===== config.mk =====
export PLATFORM = sky130hd
export DESIGN_NAME = transitive_closure_engine
export DESIGN_NICKNAME = d
export VERILOG_FILES = /design/src/rtl/tce_pkg.sv /design/src/rtl/tce_row_store.sv /design/src/rtl/transitive_closure_engine.sv
export VERILOG_INCLUDE_DIRS = /design/src /design/src/rtl
export SDC_FILE = /design/constraint.sdc
export NUM_CORES = 2
export LEC_CHECK = 0
export ABC_CLOCK_PERIOD_IN_PS = 8020
export BUFFER_PORTS_ARGS = -buffer_cell sky130_fd_sc_hd__buf_4
export CAP_MARGIN = 5
export CORE_ASPECT_RATIO = 1.75
export CORE_MARGIN = 8
export CORE_UTILIZATION = 40
export DETAILED_ROUTE_END_ITERATION = 16
export SLEW_MARGIN = 20
export SYNTH_ARGS = -nofsm -noshare
export SYNTH_HDL_FRONTEND = slang
export SYNTH_HIERARCHICAL = 1
export SYNTH_SLANG_ARGS = --single-unit

===== constraint.sdc =====
create_clock -name clk -period 8.02 [get_ports clk]
set_clock_uncertainty 0.1 [all_clocks]
set_input_delay 0.802 -clock clk [delete_from_list [all_inputs] [get_ports clk]]
set_output_delay 0.802 -clock clk [all_outputs]
set_load 0.02 [all_outputs]

===== src/rtl/transitive_closure_engine_defines.svh =====
// ----------------------------------------------------------------------------
// Transitive closure engine assertion macros
// Concurrent assertion wrappers, compiled out for synthesis.
// ----------------------------------------------------------------------------
`ifndef TRANSITIVE_CLOSURE_ENGINE_DEFINES_SVH
`define TRANSITIVE_CLOSURE_ENGINE_DEFINES_SVH

`ifndef SYNTHESIS
`define TCE_ASSERT_IMP(lbl, ante, cons) \
    lbl: assert property (@(posedge clk) disable iff (!rst_n) (ante) |-> (cons)) \
        else $error("transitive closure engine assertion failed");
`define TCE_ASSERT_NXT(lbl, ante, cons) \
    lbl: assert property (@(posedge clk) disable iff (!rst_n) (ante) |=> (cons)) \
        else $error("transitive closure engine assertion failed");
`else
`define TCE_ASSERT_IMP(lbl, ante, cons)
`define TCE_ASSERT_NXT(lbl, ante, cons)
`endif

`endif


===== src/rtl/tce_pkg.sv =====
// ----------------------------------------------------------------------------
// Transitive closure engine package
// Shared widths, constants and types of the closure engine.
// ----------------------------------------------------------------------------
`default_nettype none

package tce_pkg;

    localparam int ROW_W         = 32;
    localparam int ROW_SLOTS     = 32;
    localparam int IDX_OUT_W     = 5;
    localparam int NV_W          = 6;
    localparam int MAX_VERTS_DEF = 32;
    localparam int APB_ADDR_W    = 3;
    localparam int APB_DATA_W    = 32;
    localparam int M_TDATA_W     = 40;

    localparam logic [NV_W-1:0] NUM_VERTS_RESET = 6'd32;
    localparam logic            REG_NUM_VERTS   = 1'b0;

    typedef struct packed {
        logic wr_en;
        logic clear;
    } tce_mem_ctrl_t;

    function automatic logic [ROW_W-1:0] row_mask(input logic [NV_W-1:0] n);
        return {ROW_W{1'b1}} >> (NV_W'(ROW_W) - n);
    endfunction

endpackage

`default_nettype wire


===== src/rtl/tce_row_store.sv =====
// ----------------------------------------------------------------------------
// Transitive closure engine row store
// Row memory with one write and one registered read port; per-row valid bits
// make unwritten rows read as zero.
// ----------------------------------------------------------------------------
`default_nettype none

module tce_row_store #(
    parameter int ROWS  = 32,
    parameter int IDX_W = 5
) (
    input  wire logic                        clk,
    input  wire logic                        rst_n,
    input  wire tce_pkg::tce_mem_ctrl_t      ctrl,
    input  wire logic [IDX_W-1:0]            waddr,
    input  wire logic [tce_pkg::ROW_W-1:0]   wdata,
    input  wire logic [IDX_W-1:0]            raddr,
    output logic      [tce_pkg::ROW_W-1:0]   rdata
);
    import tce_pkg::*;

    logic [ROW_W-1:0] mem [ROWS];
    logic [ROWS-1:0]  valid_reg;
    logic [ROW_W-1:0] rd_data_reg;
    logic             rd_valid_reg;

    always_ff @(posedge clk)
    begin
        if (ctrl.wr_en)
        begin
            mem[waddr] <= wdata;
        end
        rd_data_reg <= mem[raddr];
    end

    always_ff @(posedge clk or negedge rst_n)
    begin
        if (!rst_n)
        begin
            valid_reg    <= '0;
            rd_valid_reg <= 1'b0;
        end
        else
        begin
            rd_valid_reg <= valid_reg[raddr];
            if (ctrl.clear)
            begin
                valid_reg <= '0;
            end
            else if (ctrl.wr_en)
            begin
                valid_reg[waddr] <= 1'b1;
            end
        end
    end

    assign rdata = rd_valid_reg ? rd_data_reg : '0;

endmodule

`default_nettype wire


===== src/rtl/transitive_closure_engine.sv =====
// Sequence: a row without tlast is written to the row store as it is accepted.
// After the last row, the closure runs one pivot read, one pivot latch and N row
// updates per pivot, and the closed rows are then read out in order.
// Throughput: N result rows at one per cycle, unless m_tready stalls, through the single read port.
// Reset: rst_n clears the matrix valid bits, counters and num_verts (to 32).
// ----------------------------------------------------------------------------
// Transitive closure engine
// Warshall closure of a row-loaded adjacency matrix with a shared row unit.
// ----------------------------------------------------------------------------
`default_nettype none
`include "transitive_closure_engine_defines.svh"

module transitive_closure_engine #(
    parameter int MAX_VERTS = tce_pkg::MAX_VERTS_DEF
) (
    input  wire logic                             clk,
    input  wire logic                             rst_n,
    // s_tdata: row_bits[31:0]
    input  wire logic [tce_pkg::ROW_W-1:0]        s_tdata,
    input  wire logic                             s_tlast,
    input  wire logic                             s_tvalid,
    output logic                                  s_tready,
    // m_tdata: closure_bits[31:0], out_row_index[36:32], zero pad[39:37]
    output logic [tce_pkg::M_TDATA_W-1:0]         m_tdata,
    output logic                                  m_tlast,
    output logic                                  m_tvalid,
    input  wire logic                             m_tready,
    input  wire logic                             psel,
    input  wire logic                             penable,
    input  wire logic                             pwrite,
    input  wire logic [tce_pkg::APB_ADDR_W-1:0]   paddr,
    input  wire logic [tce_pkg::APB_DATA_W-1:0]   pwdata,
    output logic      [tce_pkg::APB_DATA_W-1:0]   prdata,
    output logic                                  pready
);
    import tce_pkg::*;

    localparam int ROWS  = (MAX_VERTS < ROW_SLOTS) ? MAX_VERTS : ROW_SLOTS;
    localparam int IDX_W = $clog2(ROWS);
    localparam int CNT_W = $clog2(ROWS + 1);

    localparam logic [2:0] S_IDLE = 3'd0;
    localparam logic [2:0] S_PIV  = 3'd1;
    localparam logic [2:0] S_PLAT = 3'd2;
    localparam logic [2:0] S_ROW  = 3'd3;
    localparam logic [2:0] S_ORD  = 3'd4;
    localparam logic [2:0] S_OLD  = 3'd5;

    logic [2:0]       state_reg, state_next;
    logic [IDX_W-1:0] k_reg, k_next;
    logic [IDX_W-1:0] i_reg, i_next;
    logic [CNT_W-1:0] count_reg, count_next;
    logic [NV_W-1:0]  num_verts_reg;
    logic [ROW_W-1:0] pivot_reg, pivot_next;
    logic             m_valid_reg, m_valid_next;
    logic [ROW_W-1:0] m_data_reg;
    logic [IDX_OUT_W-1:0] m_idx_reg;
    logic             m_last_reg;

    logic [CNT_W-1:0] n_act;
    logic [IDX_W-1:0] last_idx;
    logic [ROW_W-1:0] mask;
    logic             s_fire;
    logic             out_load;
    logic             cfg_wr;

    tce_mem_ctrl_t    mem_ctrl;
    logic [IDX_W-1:0] mem_waddr;
    logic [ROW_W-1:0] mem_wdata;
    logic [IDX_W-1:0] mem_raddr;
    logic [ROW_W-1:0] rd_row;

    always_comb
    begin
        if (num_verts_reg == '0)
        begin
            n_act = CNT_W'(1);
        end
        else if (num_verts_reg > NV_W'(ROWS))
        begin
            n_act = CNT_W'(ROWS);
        end
        else
        begin
            n_act = CNT_W'(num_verts_reg);
        end
    end

    assign last_idx = IDX_W'(n_act - 1'b1);
    assign mask     = row_mask(NV_W'(n_act));
    assign s_tready = (state_reg == S_IDLE);
    assign s_fire   = s_tvalid && s_tready;
    assign out_load = (state_reg == S_OLD) && (!m_valid_reg || m_tready);

    // Configuration port.
    assign pready = 1'b1;
    assign cfg_wr = psel && penable && pwrite && (paddr[2] == REG_NUM_VERTS);
    assign prdata = (paddr[2] == REG_NUM_VERTS) ?
                    {{(APB_DATA_W-NV_W){1'b0}}, num_verts_reg} : '0;

    always_ff @(posedge clk or negedge rst_n)
    begin
        if (!rst_n)
        begin
            num_verts_reg <= NUM_VERTS_RESET;
        end
        else if (cfg_wr)
        begin
            num_verts_reg <= pwdata[NV_W-1:0];
        end
    end

    tce_row_store #(
        .ROWS  (ROWS),
        .IDX_W (IDX_W)
    ) u_row_store (
        .clk   (clk),
        .rst_n (rst_n),
        .ctrl  (mem_ctrl),
        .waddr (mem_waddr),
        .wdata (mem_wdata),
        .raddr (mem_raddr),
        .rdata (rd_row)
    );

    always_comb
    begin
        mem_ctrl       = '0;
        mem_waddr      = i_reg;
        mem_wdata      = rd_row | pivot_reg;
        mem_raddr      = i_reg;
        state_next     = state_reg;
        k_next         = k_reg;
        i_next         = i_reg;
        count_next     = count_reg;
        pivot_next     = pivot_reg;
        m_valid_next   = m_tready ? 1'b0 : m_valid_reg;
        case (state_reg)
            S_IDLE:
            begin
                if (s_fire)
                begin
                    if (count_reg < n_act)
                    begin
                        mem_ctrl.wr_en = 1'b1;
                        mem_waddr      = IDX_W'(count_reg);
                        mem_wdata      = s_tdata & mask;
                        count_next     = count_reg + 1'b1;
                    end
                    if (s_tlast)
                    begin
                        k_next     = '0;
                        state_next = S_PIV;
                    end
                end
            end
            S_PIV:
            begin
                mem_raddr  = k_reg;
                i_next     = '0;
                state_next = S_PLAT;
            end
            S_PLAT:
            begin
                mem_raddr  = i_reg;
                pivot_next = rd_row & mask;
                state_next = S_ROW;
            end
            S_ROW:
            begin
                mem_ctrl.wr_en = rd_row[k_reg];
                if (i_reg == last_idx)
                begin
                    mem_raddr = i_reg;
                    i_next    = '0;
                    if (k_reg == last_idx)
                    begin
                        state_next = S_ORD;
                    end
                    else
                    begin
                        k_next     = k_reg + 1'b1;
                        state_next = S_PIV;
                    end
                end
                else
                begin
                    mem_raddr = i_reg + 1'b1;
                    i_next    = i_reg + 1'b1;
                end
            end
            S_ORD:
            begin
                mem_raddr  = '0;
                state_next = S_OLD;
            end
            S_OLD:
            begin
                if (out_load)
                begin
                    m_valid_next = 1'b1;
                    if (i_reg == last_idx)
                    begin
                        mem_ctrl.clear = 1'b1;
                        count_next     = '0;
                        k_next         = '0;
                        i_next         = '0;
                        state_next     = S_IDLE;
                    end
                    else
                    begin
                        mem_raddr = i_reg + 1'b1;
                        i_next    = i_reg + 1'b1;
                    end
                end
            end
            default:
            begin
                state_next = S_IDLE;
            end
        endcase
    end

    always_ff @(posedge clk or negedge rst_n)
    begin
        if (!rst_n)
        begin
            state_reg   <= S_IDLE;
            k_reg       <= '0;
            i_reg       <= '0;
            count_reg   <= '0;
            m_valid_reg <= 1'b0;
        end
        else
        begin
            state_reg   <= state_next;
            k_reg       <= k_next;
            i_reg       <= i_next;
            count_reg   <= count_next;
            m_valid_reg <= m_valid_next;
        end
    end

    always_ff @(posedge clk)
    begin
        pivot_reg <= pivot_next;
        if (out_load)
        begin
            m_data_reg <= rd_row & mask;
            m_idx_reg  <= IDX_OUT_W'(i_reg);
            m_last_reg <= (i_reg == last_idx);
        end
    end

    assign m_tvalid = m_valid_reg;
    assign m_tlast  = m_last_reg;
    assign m_tdata  = {{(M_TDATA_W-ROW_W-IDX_OUT_W){1'b0}}, m_idx_reg, m_data_reg};

    `TCE_ASSERT_IMP(a_row_idx_range, ((state_reg == S_ROW) || (state_reg == S_OLD)), (i_reg <= last_idx))
    `TCE_ASSERT_IMP(a_pivot_range, (state_reg == S_ROW), (k_reg <= last_idx))
    `TCE_ASSERT_NXT(a_done_clears, (out_load && (i_reg == last_idx)), ((state_reg == S_IDLE) && (count_reg == '0)))

endmodule

`default_nettype wire


==> flow_summary.ini <==
[outcome]
status = finished clean

[timing]
period_share_pct = 70.5
hold_ws_ns = 0.0838
tns_ns = 0
maxSlewHeadroom_pct = 25.0
final_hold_viol_count = 0
max_freq_ghz = 0.177
setup-violations-final = 0
grt_setup_unrepaired = false
finalMaxSlewViolations = 0
worst_slew_pin_slew_ns = 1.12
post-route-min-period_ns = 5.65
fin_ws_ns = 2.37

[placed_design]
dp_hpwl_mm = 70.5
pre_cts_slack_ns = 2.38
dp.cells = 4483
globalplace.congestion = 0.857
io_buffers = 92

[power]
ir_drop_mv = 0.577
power_mw = 22.9
leakage_nw = 18.9
power_density_mw_per_mm2 = 424

[clock_network]
cts-hold-fix-buffers = 0
cts_tree = yes
cts-root-buf = clkbuf_16
cts_max_level = 3
clock_latency_ns = 0.73
cts_buffers = 98
cts_max_path_buffers = 3
cts_setup_buffers = 0
cts_sinks = 1185
clk_pin_slew_ns = 0.07
ctsResizeCount = 0

[logic_synthesis]
synth_mux_area_share_pct = 11.8
syn_area_sq_mm = 0.0478
ys_types = 79
synthArstFlopShare_pct = 4.98
synth_most_common_cell = edfxtp_1
synth_xor_area_share_pct = 0.335
synthSimpleGateAreaFrac_pct = 5.65
syn_avg_cell_area_sq_um = 16.2
synth_top_area_cell = edfxtp_1
ys_ff_latch = 1185
synth-compound-area-share_pct = 5.89
yosys.area.top_type_share_pct = 68.8
synthTopCellsByArea = edfxtp_1 69%, mux2i_1 11%, dfrtp_1 3.0%
synth_commonest_cells = 1094 x edfxtp_1, 530 x mux2i_1, 138 x nor2_1
synth_fa_ha_area_share_pct = 0.367
synth_top_family_by_area = multiplexers
yosysWarnings = 6
yosysSeqAreaShare_pct = 73.2
ys.flop_type = edfxtp_1
synth_edf_count = 1094
synthCells = 2956

[layout]
nets = 3153
drive_gt1_share_pct = 14.1
multiInputGateArea_sq_mm = 0.0122
seqCellArea_sq_mm = 0.0350
largest_reg_flops = 1024
top_register = u_row_store/mem
instances_no_fill = 4670
area_delta_synth_final_pct = 13.0
n_fill_cell = 10177

[route]
top_layer_used = met4
wl_met3_mm = 5.21
route.detailed.drc = 0
wire_per_inst_microns = 25.9
num_vias = 26013
wl_met1_mm = 45.1
routed_via_density = 5.57
wl_met2_mm = 66.4
dr.pass1.iters = 5
ant_nets = 0
wl_mm = 121
drt_iter0_drc = 1886

[worst_setup_path]
slowest_delay_ns = 0.72
cp_cell_sequence = clkinv_1, o21ai_0, inv_1, ha_1, xor2_1, a211oi_4, nand4_4, inv_4, nor2_1, and2_1, a221o_1, nor2_4, buf_4, a22o_1, nor3_1, a31oi_1, nand3_1
r2r_slack_ns = 2.37
end_kind = flop
critPathBufInv = 4
cp_max_fo = 22
cp_slowest_cell = nor2_4
crit_family = compound AO/OA/AOI/OAI gates
startpoint_type = flop
worst_ep_required_time_ns = 8.49
worst-setup-path-type = flop to flop
critPathArrivalTime_ns = 6.12

[floorplanning]
start_util_pct = 40.3
num_rows = 167
die_y_microns = 473
core_sq_mm = 0.118
fp.dieW_microns = 277
die_area_sq_mm = 0.131
io_pins = 151

[grt]
grt_pass1_vias = 26051
antenna_found_initial = 3
grt_pass1_wl_mm = 176
overflow = 0
grtUsageTotal_pct = 18.1
grt_max_degree = 127

[flow_run]
max_cap_violations = 0

[worst_hold_path]
hp-class = primary input to async pin
==> layout by cell type, fill, tap and decap left out, drive strengths merged, types with 32 or more instances in the layout <==
cell	count
nor2	140
o21ai	40
a22oi	99
buf	179
nor3	54
a22o	69
a21oi	129
clkbuf	129
nand3	128
clkinv	40
dfrtp	58
mux2i	530
nand2	130
a31oi	34
edfxtp	1094
and2	47
dfxtp	32
==> power by group <==
part / switching [mW] / internal (mW) / leakage, nW
Clock: 2.23 / 2.66 / 1.61
Sequential: 0.293 / 7.78 / 10.8
Combinational: 6.27 / 3.66 / 6.50
Total: 8.79 / 14.1 / 18.9
==> final cells by class <==
| type | instances | area share, % |
|---|---|---|
| clock buffers | 129 | 5.00 |
| repair buffers | 179 | 2.88 |
| inverters | 17 | 0.123 |
| diodes | 1 | 0.00464 |
| flip-flops and latches | 1185 | 64.8 |
| well taps | 1521 | 3.53 |
| multi-input cells | 1583 | 22.5 |
| clock inverters | 55 | 1.14 |
==> cell families (layout without fill, tap and decap cells) <==
group | count (synthesis) | after routing
DFF | 1185 | 1185
and+or+nand+nor | 562 | 562
muxes | 550 | 550
AOI/OAI and AO/OA | 414 | 414
buffers and inverters | 216 | 380
adders and majority gates | 14 | 14
xor gates and xnor gates | 13 | 13
other | 2 | 31
==> path summary, 6_finish.rpt <==
path	from	end	cells after the start
worst min register to register	u_row_store/valid_reg[3]	u_row_store/valid_reg[3]	2
worst max register to register	num_verts_reg[5]	u_row_store/rd_data_reg[5]	17
min in group clk	pwdata[5]	num_verts_reg[5]	2
max in group asynchronous	rst_n	u_row_store/valid_reg[23]	1
worst min-delay path	rst_n	k_reg[1]	1
worst max-delay path	num_verts_reg[5]	u_row_store/rd_data_reg[5]	17
==> worst register-to-register path: stages, from the launching register on <==
cell	delay (ns)
dfstp_2	0.67
clkinv_1	0.27
o21ai_0	0.29
inv_1	0.10
ha_1	0.50
xor2_1	0.17
a211oi_4	0.32
nand4_4	0.22
inv_4	0.17
nor2_1	0.11
and2_1	0.24
a221o_1	0.38
nor2_4	0.72
buf_4	0.41
a22o_1	0.20
nor3_1	0.06
a31oi_1	0.45
nand3_1	0.14
==> layer usage <==
metal / GRT usage [%] / up-vias
met1: 19.9 / 13524
met5: 0 / -
met3: 2.58 / 195
met2: 34.7 / 700
met4: 6.99 / 0
li1: - / 11594
==> stage by stage <==
stage | instance area, sq um | util, %
2_1_floorplan | 47900 | -
3_3_place_gp | 50400 | 42.6
3_5_place_dp | 50500 | 42.7
4_1_cts | 53900 | 45.5
5_1_grt | 54000 | 45.6
6_report | 54000 | 45.6
(Power assumes the default switching activity.)
